--- src/rtl/fcrl_pkg.sv ---
`timescale 1ns / 1ps

package fcrl_pkg;

  // Default size of the slot region
  localparam int unsigned MAX_SLOTS_DEF = 64;

  // Field widths
  localparam int unsigned HDR_W      = 16;
  localparam int unsigned SLOT_W     = 6;
  localparam int unsigned IDX_W      = 7;
  localparam int unsigned KIND_W     = 2;
  localparam int unsigned STAT_W     = 2;
  localparam int unsigned CFG_IDX_W  = 2;
  localparam int unsigned CFG_DATA_W = 16;
  localparam int unsigned SRCH_W     = 8;   // signed search bounds

  localparam logic [HDR_W-1:0] ERASED_HDR = 16'hFFFF;

  // Item kinds
  localparam logic [KIND_W-1:0] KIND_FIND  = 2'd0;
  localparam logic [KIND_W-1:0] KIND_STORE = 2'd1;
  localparam logic [KIND_W-1:0] KIND_LOAD  = 2'd2;

  // Result status codes
  localparam logic [STAT_W-1:0] ST_OK       = 2'd0;
  localparam logic [STAT_W-1:0] ST_NOTFOUND = 2'd1;
  localparam logic [STAT_W-1:0] ST_PGERR    = 2'd2;

  // Register indexes
  localparam logic [CFG_IDX_W-1:0] CFG_RECORD_SIZE  = 2'd0;
  localparam logic [CFG_IDX_W-1:0] CFG_SLOTS_IN_USE = 2'd1;

  localparam logic [HDR_W-1:0] RECORD_SIZE_RST  = 16'd16;
  localparam logic [IDX_W-1:0] SLOTS_IN_USE_RST = 7'd64;

  // Controller to datapath
  typedef struct packed {
    logic take;          // latch the input beat
    logic srch_init;     // l = 0, r = n - 2
    logic srch_read;     // read mid and mid + 1
    logic srch_step;     // narrow the search window
    logic res_found;
    logic res_notfound;
    logic res_none;
    logic sweep_clr;
    logic sweep_step;    // erase one slot
    logic st_read;       // read the store target
    logic st_fresh;      // store into slot 0 after an erase
    logic st_commit;     // store into the next slot
    logic ld_write;      // preset one header
    logic out_load;      // move the result into the output register
  } cmd_t;

  // Datapath to controller
  typedef struct packed {
    logic [KIND_W-1:0] kind;
    logic              need_erase;
    logic              sweep_last;
    logic              srch_empty;
    logic              srch_hit;
    logic              out_busy;
  } stat_t;

endpackage

--- src/rtl/fcrl_ram.sv ---
`timescale 1ns / 1ps

module fcrl_ram #(
  parameter int unsigned WIDTH = 16,
  parameter int unsigned DEPTH = 64,
  localparam int unsigned AW = (DEPTH > 1) ? $clog2(DEPTH) : 1
) (
  input  logic             clk_i,
  input  logic             we_i,
  input  logic [AW-1:0]    waddr_i,
  input  logic [WIDTH-1:0] wdata_i,
  input  logic [AW-1:0]    raddr_a_i,
  output logic [WIDTH-1:0] rdata_a_o,
  input  logic [AW-1:0]    raddr_b_i,
  output logic [WIDTH-1:0] rdata_b_o
);

  logic [WIDTH-1:0] mem_q [DEPTH];
  logic [WIDTH-1:0] rdata_a_q;
  logic [WIDTH-1:0] rdata_b_q;

  // One write port, two registered read ports
  always_ff @(posedge clk_i) begin
    if (we_i) begin
      mem_q[waddr_i] <= wdata_i;
    end
    rdata_a_q <= mem_q[raddr_a_i];
    rdata_b_q <= mem_q[raddr_b_i];
  end

  assign rdata_a_o = rdata_a_q;
  assign rdata_b_o = rdata_b_q;

endmodule

--- src/rtl/fcrl_ctrl.sv ---
`timescale 1ns / 1ps

module fcrl_ctrl (
  input  logic           clk_i,
  input  logic           rst_ni,
  input  logic           in_valid_i,
  output logic           in_ready_o,
  input  fcrl_pkg::stat_t stat_i,
  output fcrl_pkg::cmd_t  cmd_o
);
  import fcrl_pkg::*;

  localparam logic [3:0] S_CLEAR       = 4'd0;
  localparam logic [3:0] S_IDLE        = 4'd1;
  localparam logic [3:0] S_DECODE      = 4'd2;
  localparam logic [3:0] S_FIND_CHK    = 4'd3;
  localparam logic [3:0] S_FIND_EVAL   = 4'd4;
  localparam logic [3:0] S_ERASE       = 4'd5;
  localparam logic [3:0] S_STORE_FRESH = 4'd6;
  localparam logic [3:0] S_STORE_WR    = 4'd7;
  localparam logic [3:0] S_DONE        = 4'd8;

  logic [3:0] state_q, state_d;

  assign in_ready_o = (state_q == S_IDLE);

  // Next state and commands
  always_comb begin
    state_d = state_q;
    cmd_o   = '0;
    case (state_q)
      S_CLEAR: begin
        cmd_o.sweep_step = 1'b1;
        if (stat_i.sweep_last) begin
          state_d = S_IDLE;
        end
      end
      S_IDLE: begin
        if (in_valid_i) begin
          cmd_o.take = 1'b1;
          state_d    = S_DECODE;
        end
      end
      S_DECODE: begin
        case (stat_i.kind)
          KIND_FIND: begin
            cmd_o.srch_init = 1'b1;
            state_d         = S_FIND_CHK;
          end
          KIND_STORE: begin
            if (stat_i.need_erase) begin
              cmd_o.sweep_clr = 1'b1;
              state_d         = S_ERASE;
            end else begin
              cmd_o.st_read = 1'b1;
              state_d       = S_STORE_WR;
            end
          end
          KIND_LOAD: begin
            cmd_o.ld_write = 1'b1;
            state_d        = S_DONE;
          end
          default: begin
            cmd_o.res_none = 1'b1;
            state_d        = S_DONE;
          end
        endcase
      end
      S_FIND_CHK: begin
        if (stat_i.srch_empty) begin
          cmd_o.res_notfound = 1'b1;
          state_d            = S_DONE;
        end else begin
          cmd_o.srch_read = 1'b1;
          state_d         = S_FIND_EVAL;
        end
      end
      S_FIND_EVAL: begin
        if (stat_i.srch_hit) begin
          cmd_o.res_found = 1'b1;
          state_d         = S_DONE;
        end else begin
          cmd_o.srch_step = 1'b1;
          state_d         = S_FIND_CHK;
        end
      end
      S_ERASE: begin
        cmd_o.sweep_step = 1'b1;
        if (stat_i.sweep_last) begin
          state_d = S_STORE_FRESH;
        end
      end
      S_STORE_FRESH: begin
        cmd_o.st_fresh = 1'b1;
        state_d        = S_DONE;
      end
      S_STORE_WR: begin
        cmd_o.st_commit = 1'b1;
        state_d         = S_DONE;
      end
      S_DONE: begin
        if (!stat_i.out_busy) begin
          cmd_o.out_load = 1'b1;
          state_d        = S_IDLE;
        end
      end
      default: begin
        state_d = S_IDLE;
      end
    endcase
  end

  always_ff @(posedge clk_i or negedge rst_ni) begin
    if (!rst_ni) begin
      state_q <= S_CLEAR;
    end else begin
      state_q <= state_d;
    end
  end

endmodule

--- src/rtl/fcrl_dp.sv ---
`timescale 1ns / 1ps

module fcrl_dp #(
  parameter int unsigned MAX_SLOTS = fcrl_pkg::MAX_SLOTS_DEF
) (
  input  logic                                clk_i,
  input  logic                                rst_ni,
  input  logic                                cfg_we_i,
  input  logic [fcrl_pkg::CFG_IDX_W-1:0]      cfg_index_i,
  input  logic [fcrl_pkg::CFG_DATA_W-1:0]     cfg_wdata_i,
  input  logic [fcrl_pkg::KIND_W-1:0]         kind_i,
  input  logic [fcrl_pkg::SLOT_W-1:0]         slot_index_i,
  input  logic [fcrl_pkg::HDR_W-1:0]          header_value_i,
  input  fcrl_pkg::cmd_t                      cmd_i,
  output fcrl_pkg::stat_t                     stat_o,
  output logic                                out_valid_o,
  input  logic                                out_ready_i,
  output logic [fcrl_pkg::STAT_W-1:0]         status_o,
  output logic [fcrl_pkg::SLOT_W-1:0]         slot_o,
  output logic                                erased_o
);
  import fcrl_pkg::*;

  localparam int unsigned AW = (MAX_SLOTS > 1) ? $clog2(MAX_SLOTS) : 1;
  localparam logic [AW-1:0] LAST_ADDR = AW'(MAX_SLOTS - 1);

  // Configuration
  logic [HDR_W-1:0] rec_size_q;
  logic [IDX_W-1:0] slots_q;

  always_ff @(posedge clk_i or negedge rst_ni) begin
    if (!rst_ni) begin
      rec_size_q <= RECORD_SIZE_RST;
      slots_q    <= SLOTS_IN_USE_RST;
    end else if (cfg_we_i) begin
      case (cfg_index_i)
        CFG_RECORD_SIZE:  rec_size_q <= cfg_wdata_i[HDR_W-1:0];
        CFG_SLOTS_IN_USE: slots_q    <= cfg_wdata_i[IDX_W-1:0];
        default: ;
      endcase
    end
  end

  // Effective slot count
  logic [IDX_W-1:0] n_eff;
  always_comb begin
    if (int'(slots_q) > int'(MAX_SLOTS)) begin
      n_eff = IDX_W'(MAX_SLOTS);
    end else begin
      n_eff = slots_q;
    end
  end

  // Latched input beat
  logic [KIND_W-1:0] kind_q;
  logic [SLOT_W-1:0] sidx_q;
  logic [HDR_W-1:0]  hval_q;

  always_ff @(posedge clk_i) begin
    if (cmd_i.take) begin
      kind_q <= kind_i;
      sidx_q <= slot_index_i;
      hval_q <= header_value_i;
    end
  end

  // Current record pointer
  logic             cur_valid_q, cur_valid_d;
  logic [IDX_W-1:0] cur_q, cur_d;
  logic [IDX_W-1:0] tgt;

  assign tgt = cur_q + IDX_W'(1);

  // Search window and erase sweep
  logic signed [SRCH_W-1:0] l_q, l_d, r_q, r_d, mid_q, mid_c;
  logic [AW-1:0]            sweep_q, sweep_d;

  assign mid_c = l_q + ((r_q - l_q) >>> 1);

  // Header store
  logic             we;
  logic [AW-1:0]    waddr;
  logic [HDR_W-1:0] wdata;
  logic [AW-1:0]    raddr_a, raddr_b;
  logic [HDR_W-1:0] rdata_a, rdata_b;

  assign raddr_a = cmd_i.st_read ? AW'(tgt) : AW'($unsigned(mid_c));
  assign raddr_b = AW'($unsigned(mid_c + SRCH_W'(1)));

  always_comb begin
    we    = 1'b0;
    waddr = sweep_q;
    wdata = ERASED_HDR;
    if (cmd_i.sweep_step) begin
      we = 1'b1;
    end else if (cmd_i.st_fresh) begin
      we    = 1'b1;
      waddr = '0;
      wdata = rec_size_q;
    end else if (cmd_i.st_commit) begin
      we    = (rdata_a == ERASED_HDR);
      waddr = AW'(tgt);
      wdata = rec_size_q;
    end else if (cmd_i.ld_write) begin
      we    = (int'(sidx_q) < int'(MAX_SLOTS));
      waddr = AW'(sidx_q);
      wdata = hval_q;
    end
  end

  fcrl_ram #(
    .WIDTH(HDR_W),
    .DEPTH(MAX_SLOTS)
  ) u_ram (
    .clk_i     (clk_i),
    .we_i      (we),
    .waddr_i   (waddr),
    .wdata_i   (wdata),
    .raddr_a_i (raddr_a),
    .rdata_a_o (rdata_a),
    .raddr_b_i (raddr_b),
    .rdata_b_o (rdata_b)
  );

  // Pending result
  logic [STAT_W-1:0] res_status_q, res_status_d;
  logic [SLOT_W-1:0] res_slot_q, res_slot_d;
  logic              res_erased_q, res_erased_d;

  // Search, pointer and result updates
  always_comb begin
    l_d          = l_q;
    r_d          = r_q;
    sweep_d      = sweep_q;
    cur_valid_d  = cur_valid_q;
    cur_d        = cur_q;
    res_status_d = res_status_q;
    res_slot_d   = res_slot_q;
    res_erased_d = res_erased_q;

    if (cmd_i.srch_init) begin
      l_d = '0;
      r_d = $signed({1'b0, n_eff}) - SRCH_W'(2);
    end
    if (cmd_i.srch_step) begin
      if (rdata_a == rec_size_q) begin
        l_d = mid_q + SRCH_W'(1);
      end else begin
        r_d = mid_q - SRCH_W'(1);
      end
    end
    if (cmd_i.sweep_clr) begin
      sweep_d = '0;
    end else if (cmd_i.sweep_step) begin
      sweep_d = sweep_q + AW'(1);
    end

    if (cmd_i.res_found) begin
      cur_valid_d  = 1'b1;
      cur_d        = IDX_W'($unsigned(mid_q));
      res_status_d = ST_OK;
      res_slot_d   = SLOT_W'($unsigned(mid_q));
      res_erased_d = 1'b0;
    end
    if (cmd_i.res_notfound || cmd_i.res_none) begin
      res_status_d = cmd_i.res_notfound ? ST_NOTFOUND : ST_OK;
      res_slot_d   = '0;
      res_erased_d = 1'b0;
    end
    if (cmd_i.st_fresh) begin
      cur_valid_d  = 1'b1;
      cur_d        = '0;
      res_status_d = ST_OK;
      res_slot_d   = '0;
      res_erased_d = 1'b1;
    end
    if (cmd_i.st_commit) begin
      cur_valid_d  = 1'b1;
      cur_d        = tgt;
      res_status_d = (rdata_a == ERASED_HDR) ? ST_OK : ST_PGERR;
      res_slot_d   = SLOT_W'(tgt);
      res_erased_d = 1'b0;
    end
    if (cmd_i.ld_write) begin
      res_status_d = ST_OK;
      res_slot_d   = sidx_q;
      res_erased_d = 1'b0;
    end
  end

  always_ff @(posedge clk_i or negedge rst_ni) begin
    if (!rst_ni) begin
      cur_valid_q <= 1'b0;
      cur_q       <= '0;
      sweep_q     <= '0;
    end else begin
      cur_valid_q <= cur_valid_d;
      cur_q       <= cur_d;
      sweep_q     <= sweep_d;
    end
  end

  always_ff @(posedge clk_i) begin
    l_q          <= l_d;
    r_q          <= r_d;
    res_status_q <= res_status_d;
    res_slot_q   <= res_slot_d;
    res_erased_q <= res_erased_d;
    if (cmd_i.srch_read) begin
      mid_q <= mid_c;
    end
  end

  // Output register
  logic              out_valid_q;
  logic [STAT_W-1:0] out_status_q;
  logic [SLOT_W-1:0] out_slot_q;
  logic              out_erased_q;

  always_ff @(posedge clk_i or negedge rst_ni) begin
    if (!rst_ni) begin
      out_valid_q <= 1'b0;
    end else if (cmd_i.out_load) begin
      out_valid_q <= 1'b1;
    end else if (out_ready_i) begin
      out_valid_q <= 1'b0;
    end
  end

  always_ff @(posedge clk_i) begin
    if (cmd_i.out_load) begin
      out_status_q <= res_status_q;
      out_slot_q   <= res_slot_q;
      out_erased_q <= res_erased_q;
    end
  end

  assign out_valid_o = out_valid_q;
  assign status_o    = out_status_q;
  assign slot_o      = out_slot_q;
  assign erased_o    = out_erased_q;

  // Status back to the controller
  always_comb begin
    stat_o.kind       = kind_q;
    stat_o.need_erase = !cur_valid_q ||
                        ($signed({2'b00, cur_q}) > ($signed({2'b00, n_eff}) - 9'sd3));
    stat_o.sweep_last = (sweep_q == LAST_ADDR);
    stat_o.srch_empty = (r_q < l_q);
    stat_o.srch_hit   = (rdata_a == rec_size_q) && (rdata_b == ERASED_HDR);
    stat_o.out_busy   = out_valid_q && !out_ready_i;
  end

endmodule

--- src/rtl/flash_config_record_log_core.sv ---
`timescale 1ns / 1ps

// Header log of an emulated EEPROM in flash: one 16-bit header per slot.
// Input channel (in_valid_i / in_ready_o) carries one command beat: kind_i
// selects find (binary search for the last valid record), store (append in
// the next slot, erasing the region first when needed) or load (preset one
// header). Output channel (out_valid_o / out_ready_i) returns exactly one
// beat per command: status_o, slot_o, erased_o.
// Registers record_size and slots_in_use are written through cfg_we_i,
// cfg_index_i and cfg_wdata_i; the user must write them only while no
// command is in flight, as the block does not enforce this. Commands are
// handled one at a time; a new beat is taken as soon as the previous result
// sits in the output register, even if it is not yet taken. A find
// alternates a check and an evaluate state per probe; each probe is one
// two-port read of the header RAM. A store with erase first sweeps every slot.
// Reset clears the pointer and registers, then sweeps the header RAM to the
// erased value with in_ready_o low.
// When the receiver stalls, the result holds and the next finished result
// waits inside the block until the output register frees up.
module flash_config_record_log_core #(
  parameter int unsigned MAX_SLOTS = fcrl_pkg::MAX_SLOTS_DEF
) (
  input  logic                            clk_i,
  input  logic                            rst_ni,
  input  logic                            cfg_we_i,
  input  logic [fcrl_pkg::CFG_IDX_W-1:0]  cfg_index_i,
  input  logic [fcrl_pkg::CFG_DATA_W-1:0] cfg_wdata_i,
  input  logic                            in_valid_i,
  output logic                            in_ready_o,
  input  logic [fcrl_pkg::KIND_W-1:0]     kind_i,
  input  logic [fcrl_pkg::SLOT_W-1:0]     slot_index_i,
  input  logic [fcrl_pkg::HDR_W-1:0]      header_value_i,
  output logic                            out_valid_o,
  input  logic                            out_ready_i,
  output logic [fcrl_pkg::STAT_W-1:0]     status_o,
  output logic [fcrl_pkg::SLOT_W-1:0]     slot_o,
  output logic                            erased_o
);
  import fcrl_pkg::*;

  cmd_t  cmd;
  stat_t stat;

  fcrl_ctrl u_ctrl (
    .clk_i      (clk_i),
    .rst_ni     (rst_ni),
    .in_valid_i (in_valid_i),
    .in_ready_o (in_ready_o),
    .stat_i     (stat),
    .cmd_o      (cmd)
  );

  fcrl_dp #(
    .MAX_SLOTS(MAX_SLOTS)
  ) u_dp (
    .clk_i          (clk_i),
    .rst_ni         (rst_ni),
    .cfg_we_i       (cfg_we_i),
    .cfg_index_i    (cfg_index_i),
    .cfg_wdata_i    (cfg_wdata_i),
    .kind_i         (kind_i),
    .slot_index_i   (slot_index_i),
    .header_value_i (header_value_i),
    .cmd_i          (cmd),
    .stat_o         (stat),
    .out_valid_o    (out_valid_o),
    .out_ready_i    (out_ready_i),
    .status_o       (status_o),
    .slot_o         (slot_o),
    .erased_o       (erased_o)
  );

endmodule

--- config.mk ---
export PLATFORM = sky130hd
export DESIGN_NAME = flash_config_record_log_core
export DESIGN_NICKNAME = d
export VERILOG_FILES = /design/src/rtl/fcrl_pkg.sv /design/src/rtl/fcrl_ram.sv /design/src/rtl/fcrl_ctrl.sv /design/src/rtl/fcrl_dp.sv /design/src/rtl/flash_config_record_log_core.sv
export SDC_FILE = /design/constraint.sdc
export NUM_CORES = 2
export LEC_CHECK = 0
export ABC_AREA = 1
export BUFFER_PORTS_ARGS = -buffer_cell sky130_fd_sc_hd__buf_2
export CAP_MARGIN = 10
export CORE_ASPECT_RATIO = 1.1
export CORE_MARGIN = 1.5
export CORE_UTILIZATION = 35
export CTS_BUF_LIST = sky130_fd_sc_hd__clkbuf_8 sky130_fd_sc_hd__clkbuf_16
export CTS_CLUSTER_DIAMETER = 60
export DETAILED_ROUTE_END_ITERATION = 12
export MAX_ROUTING_LAYER = met4
export PLACE_DENSITY = 0.55
export SYNTH_ARGS = -nofsm -noshare
export SYNTH_HDL_FRONTEND = slang
export SYNTH_SLANG_ARGS = --single-unit
--- constraint.sdc ---
create_clock -name clk_i -period 4.65 [get_ports clk_i]
set_input_delay 0.465 -clock clk_i [delete_from_list [all_inputs] [get_ports clk_i]]
set_output_delay 0.465 -clock clk_i [all_outputs]
set_load 0.02 [all_outputs]
; ---- Word level (Yosys, flattened, before mapping)
; Memories as Yosys holds them, arrays and structs flattened. A register that Yosys moved wholly into a read port is not among the register bits.
; Index checks and enable logic that the tools add are counted.
[op_classes]
addsub = 9
n_lt_le_gt_ge = 3
eq_ne = 19
n_mux = 80
n_reduce_logical = 22
[op_table]
columns = cell, count
row1 = 6-bit two-way mux, 12
row2 = 16-bit two-way mux, 4
row3 = 8-bit two-way mux, 6
row4 = 1-bit two-way mux, 38
row5 = "16-bit == test, second input constant", 2
row6 = 4-bit case mux with 8 select lines, 1
row7 = 7-bit two-way mux, 4
row8 = 4-bit two-way mux, 6
row9 = 16-bit == test, 1
row10 = "4-bit by 3-bit == test with 1-bit output, second input constant", 4
row11 = 2-bit two-way mux, 8
row12 = "7-bit by 2-bit subtractor with 8-bit output, second input constant", 2
row13 = 8-bit by 9-bit greater-than comparator with 1-bit output, 1
row14 = "8-bit by 2-bit adder with 8-bit output, second input constant", 1
row15 = 8-bit by 7-bit adder with 8-bit output, 1
row16 = "4-bit by 2-bit == test with 1-bit output, second input constant", 2
row17 = 8-bit less-than comparator, 1
row18 = "2-bit inequality test, second input constant", 4
row19 = 4-bit case mux with 2 select lines, 1
row20 = "8-bit by 2-bit subtractor with 8-bit output, second input constant", 1
row21 = 8-bit subtractor, 1
row22 = "7-bit by 1-bit adder with 7-bit output, second input constant", 1
row23 = "7-bit greater-than comparator, second input constant", 1
row24 = "6-bit by 1-bit adder with 6-bit output, second input constant", 1
row25 = 19 further kinds, 29
[word_totals]
reg_bits = 108
mem_bits_rw = 1024
input_bits = 47
out_inout_bits = 11
wordCells = 153
n_memories = 1
[memory_table]
columns = name, depth, width, rd, rd_ports_with_merged_regs, write_ports, line_no
row1 = u_dp.u_ram.mem_q, 64, 16, 2, 2, 1, fcrl_ram.sv:18  ; logic [WIDTH-1:0] mem_q [DEPTH];

; ---- Depth between registers and ports, before layout
[depth]
depth_word = 13
mapped_depth = 33
ltp_nobuf = 30

; ---- Hierarchy
; From an unflattened synthesis, not the netlist that was laid out.
[hier_totals]
cells_unflattened = 6785
area_unflattened_um2 = 59746.1
[by_module_without_submodules]
columns = mod, n_inst, cells_each, area_per_inst_um2, seq_area_each_um2
row1 = fcrl_ram, 1, 5920, 53077.2, 31390.1
row2 = fcrl_dp, 1, 790, 6232.2, 2745.1
row3 = fcrl_ctrl, 1, 75, 436.7, 100.1

; ---- Worst setup path after synthesis
; No wires, ideal clock.
[synth_timing]
path_kind = register to register
startpoint = reg u_ctrl.state_q[2]
endpoint = mem u_dp.u_ram.mem_q[0][10], data pin
setup_ps = 548
arrival_time_ps = 3140
required_time_ps = 4102
setup_slack_ps = 962
stages_incl_launch_ff = 10
n_path_buf = 1
synth_period_minus_slack_ps = 3688
path_cell_list = dfrtp_1 inv_2 nor2_1 inv_1 nor2_2 inv_1 buf_2 nor2_1 nor2_1 a21oi_1
[synth_via]
elab_chain_len = 6
word_cells_on_any_way = 14
classes_between = eq/ne (4) / mux (8) / reduce/logical (2)
[synth_lines]
columns = item, line_no
row1 = from (decl), fcrl_ctrl.sv:23  ; logic [3:0] state_q, state_d;
row2 = from (signal assigned), fcrl_ctrl.sv:117  ; state_q <= state_d;
row3 = 4-bit by 2-bit == test with 1-bit output, fcrl_ctrl.sv:31  ; case (state_q)
row4 = 1-bit two-way mux, fcrl_ctrl.sv:31
row5 = 16-bit two-way mux, fcrl_dp.sv:104  ; end else if (cmd_i.ld_write) begin
row6 = 16-bit two-way mux, fcrl_dp.sv:100  ; end else if (cmd_i.st_commit) begin
row7 = 16-bit two-way mux, fcrl_dp.sv:96  ; end else if (cmd_i.st_fresh) begin
row8 = 16-bit two-way mux *, fcrl_dp.sv:94  ; if (cmd_i.sweep_step) begin
row9 = via u_dp.u_ram.wdata_i[10], fcrl_ram.sv:11  ; input logic [WIDTH-1:0] wdata_i,
row10 = to (decl), fcrl_ram.sv:18
; Mark *: on every way through the listed nets, which the timed path passes. The rest lies on a longest branch.

; ---- Worst setup path after layout
[layout_timing]
startpoint = reg u_dp.l_q[0]
endpoint = reg u_dp.u_ram.rdata_b_q[7], in the netlist u_dp.u_ram.rdata_b_o[7], read port of u_dp.u_ram.mem_q
[layout_via]
elab_chain_len = 3
[layout_lines]
columns = item, line_no
row1 = from (decl), fcrl_dp.sv:75  ; logic signed [SRCH_W-1:0] l_q, l_d, r_q, r_d, mid_q, mid_c;
row2 = from (signal assigned), fcrl_dp.sv:204  ; l_q <= l_d;
row3 = 8-bit subtractor, fcrl_dp.sv:78  ; assign mid_c = l_q + ((r_q - l_q) >>> 1);
row4 = 8-bit by 7-bit adder with 8-bit output *, fcrl_dp.sv:78
row5 = via u_dp.mid_c[1], fcrl_dp.sv:75
row6 = 6-bit by 2-bit adder with 6-bit output *, fcrl_dp.sv:88  ; assign raddr_b = AW'($unsigned(mid_c + SRCH_W'(1)));
row7 = to (decl), fcrl_ram.sv:20  ; logic [WIDTH-1:0] rdata_b_q;
; Marks and branches as above.
; A chain may end at the register's enable or synchronous reset.

==> impl_results.md <==
- Run status: completed
- Arrival time of data at the critical path endpoint: 5.23 ns
- Reg2Reg Launch Point: u_dp.l_q[0]
- Non-filler instance count after layout: ~9,400
- Hold WC Path Type: in2reg
- Clock Pin Slew Worst Setup and Hold Paths: 0.06 ns
- Post-route DRC violation count: 0
- Net count of the mapped netlist: approximately 7,000
- Element type at the critical path end: register
- Final Max Slew Viols: 0
- Origin of the worst min-delay path: cfg_wdata_i[0]
- Final setup fails: 0
- WHS Path Cells: 3
- Maximum root-to-sink buffer count: 3
- Cell-by-cell listing of the critical path: inv_1, nor2_1, inv_1, fa_1, ha_4, inv_1, fa_1, inv_1, ha_4, clkinv_8, buf_4, a21oi_1, o21ai_0, nand3_1, nand3_1, a32oi_2, buf_4, nand2_1, o21ai_1
- Top fanout value on the critical path: 26
- Relative area change from synthesis to final layout: 18.8%
- Netlist area before placement: 60,400 sq um
- Cell accounting for the most synthesized area: sky130_fd_sc_hd__edfxtp_1
- Final worst clock skew: 0.0392 ns
- Number of enable flip-flop cells after synthesis: 1,071
- Routed length per instance: 25.0 microns
- Most common cell after layout, fill and taps aside: sky130_fd_sc_hd__nand3_1
- Final-layout fill cell count: 16,500
- Total overflow reported by the global router: 0
- DIE AREA: 175,000 sq um
- RSZ-0062 raised after global routing: true
- Via count of the first global-routing pass: between 40,000 and 50,000
- Critical-path top delay cell: sky130_fd_sc_hd__fa_1
- Hold endpoint: u_dp.rec_size_q[0]
- Final ANT Viol Nets: 0
- Total Routed Length: 236 mm
- Total vias in the final route: 52,400
- Number of core rows: 159
- Number of placed I/O pins: 58
- # nets final: between 7,000 and 8,000
- Placed Instances: 9,110
- Cells after synthesis: 6,893
- Sink count of the clock tree: 1,164
- Critical path launch point type: register
- Register area share after synthesis: 56.7%
- Number of levels the H-tree was split into: 4
- Die outline width: about 400 microns
- Number of antenna violations at the first check in global routing: 7
- Distinct cell type count of the synthesized netlist: 51
- Number of input and output port buffers inserted: 57
- Number of warnings printed during yosys synthesis: 0
- Global placer's final weighted congestion: 0.944
- Count of final hold-check violations: 0
- Cts bufs inserted: about 140
- Reg2Reg Capture Point: u_dp.u_ram.rdata_b_o[7]
- R2r setup slk: around 0.16 ns
- Synth Area per Inst: 8.77 sq um
- Actual slew at the worst max-slew pin: approximately 1.3 ns
- Final critical-path share of the clock period: just under 100%
- Top FF cell, synth: sky130_fd_sc_hd__edfxtp_1
- Most area-consuming cells after synthesis: sky130_fd_sc_hd__edfxtp_1 (53%), sky130_fd_sc_hd__nand3_1 (12%), sky130_fd_sc_hd__nand2_1 (6.8%)
- Commonest cells after routing, fill and taps aside: sky130_fd_sc_hd__nand3_1 (1,415), sky130_fd_sc_hd__inv_1 (1,109), sky130_fd_sc_hd__nand2_1 (1,098), sky130_fd_sc_hd__edfxtp_1 (1,071), sky130_fd_sc_hd__o21ai_0 (635)
- CP Class: reg2reg
- Placeable Area: 171,000 sq um
- Initial core utilization: 35.3%
- CTS tree: yes
- Count of maximum capacitance violations: 0
- Final critical path time including I/O delays and setup: approximately 4.5 ns
- Proportion of netlist area held by the largest area contributor: 53.2%
- Total global-route track usage: 26.5%
- First-pass GRT wire length: about 330 mm
- Async S/R FF share, synth: 3.61%
- Worst R2R Path Depth: 19
- DR pass1 iterations: 7
- Height of the die: 439 microns
- Fraction of final layout cells with drive strength greater than 1: 11.7%
- F_max: 223 MHz
- Pin count of the biggest net entering global routing: 135
- Detailed-route vias per instance: 5.55
- Number of synthesized register bits: 1,164
- Buffer cell driving the clock tree root: sky130_fd_sc_hd__clkbuf_16
- Critical Path Most Common Cell: sky130_fd_sc_hd__inv_1
- Initial drt markers: ~6,800
- Worst path required time: 5.38 ns
- Tightest slew margin relative to the limit: 11.2%
- Post-DP HPWL: 142 mm
- Later-pin clock latency in the skew report: 0.81 ns
- Crit path largest cell delay: 0.59 ns
[flip-flops by register name, summed over array words and instances (netlist names), 4 cells and up]
name                  count
u_dp.r_q                  8
u_dp.slot_o               6
u_dp.hval_q              16
u_dp.mid_q                8
u_dp.u_ram.rdata_b_o     16
u_dp.rec_size_q          16
u_dp.slots_q              7
u_dp.sidx_q               6
u_ctrl.state_q            4
u_dp.cur_q                7
u_dp.u_ram.mem_q       1024
u_dp.sweep_q              6
u_dp.res_slot_q           6
u_dp.u_ram.rdata_a_o     16
u_dp.l_q                  8
[cell type report]
cell class	count	area [sq um]	share of cell area, %
diodes	3	7.51	0.0105
clock buffers	149	3660	5.10
clock inverters	105	896	1.25
inverters	1089	4120	5.73
multi-input cells	4170	20800	29.0
flip-flops and latches	1164	34200	47.7
well taps	2254	2820	3.93
repair buffers	507	5250	7.32
[logic make-up after synthesis]
group,count (synthesis),synth area share (%)
AO/OA/AOI/OAI,1294,11.1
XOR/XNOR,37,0.536
adder cells (fa/ha/maj),31,0.667
buffers and inverters,1560,10.2
flip-flops,1164,56.7
multiplexers,4,0.0725
AND/OR/NAND/NOR,2803,20.8
[repair_timing]
item | CTS | global route
cloned | 0 | 17
hold buffers | 37 | 0
resized for setup | 7 | 70
pin swaps | 1 | 8
setup endpoints to repair | 12 | 23
setup buffers | 1 | 19
hold endpoints to repair | 77 | 0
[worst max-delay path: cells and delay by family (launching register included)]
kind / cells / cell delay, ns
adders and majority gates: 4 / 1.66
buffers and inverters: 7 / 1.10
AOI/OAI and AO/OA: 4 / 0.74
and+or+nand+nor: 4 / 0.52
DFF: 1 / 0.40
[metrics by stage]
stage | hold WS, ns | utilization, % | setup slack, ns | cell area (sq um) | TNS [ns]
final | 0.0517 | 42.0 | 0.157 | 71800 | 0
after global routing | 0.0478 | 42.0 | -0.0606 | 71800 | -0.163
after CTS | 0.00593 | 41.4 | 0.0139 | 70800 | 0
after detailed placement | 0.427 | 38.5 | -0.275 | 65800 | -1.23
after global placement | 0.420 | 38.5 | -0.383 | 65800 | -2.31
after floorplan | 0.169 | - | 0.962 | 60400 | 0
[layer usage]
| layer | routed length (microns) | share of wire, % | vias to the layer above | track usage [%] |
|---|---|---|---|---|
| met2 | 108000 | 46 | 2956 | 40.4 |
| met3 | 23500 | 9.9 | 571 | 4.22 |
| li1 | - | - | 23700 | - |
| met1 | 91500 | 39 | 25200 | 33.6 |
| met4 | 13700 | 5.8 | 0 | 14.6 |
| met5 | 0 | 0 | - | - |
[worst max-delay path by stage]
| stage | depth (start not counted) | endpoint | from | slack, ns |
|---|---|---|---|---|
| after global placement | 29 | u_dp.u_ram.rdata_a_o[6] | u_dp.slots_q[3] | -0.38 |
| after global routing | 29 | u_dp.u_ram.rdata_a_o[5] | u_dp.slots_q[3] | -0.06 |
| after CTS | 27 | u_dp.u_ram.rdata_a_o[2] | u_dp.slots_q[3] | 0.01 |
| after detailed placement | 27 | u_dp.u_ram.rdata_a_o[9] | u_dp.slots_q[3] | -0.28 |
| final | 19 | u_dp.u_ram.rdata_b_o[7] | u_dp.l_q[0] | 0.16 |
| after floorplan | 9 | u_dp.u_ram.mem_q[0][10] | u_ctrl.state_q[2] | 0.96 |
[synth_stat cells (17+ instances only)]
| master | count |
|---|---|
| sky130_fd_sc_hd__dfxtp_1 | 51 |
| sky130_fd_sc_hd__nand2_1 | 1100 |
| sky130_fd_sc_hd__ha_1 | 29 |
| sky130_fd_sc_hd__o211ai_1 | 35 |
| sky130_fd_sc_hd__clkbuf_1 | 238 |
| sky130_fd_sc_hd__buf_2 | 169 |
| sky130_fd_sc_hd__nor2_1 | 178 |
| sky130_fd_sc_hd__nand3_1 | 1448 |
| sky130_fd_sc_hd__buf_4 | 24 |
| sky130_fd_sc_hd__o21ai_1 | 18 |
| sky130_fd_sc_hd__a31oi_1 | 17 |
| sky130_fd_sc_hd__buf_1 | 39 |
| sky130_fd_sc_hd__edfxtp_1 | 1071 |
| sky130_fd_sc_hd__nand3b_1 | 17 |
| sky130_fd_sc_hd__xor2_1 | 22 |
| sky130_fd_sc_hd__o21ai_0 | 637 |
| sky130_fd_sc_hd__dfrtp_1 | 40 |
| sky130_fd_sc_hd__inv_1 | 1079 |
| sky130_fd_sc_hd__a21oi_1 | 556 |
Power is left out: the tool's default activity adds up to more than one toggle a clock period on the data nets, which glitch-free logic cannot reach.
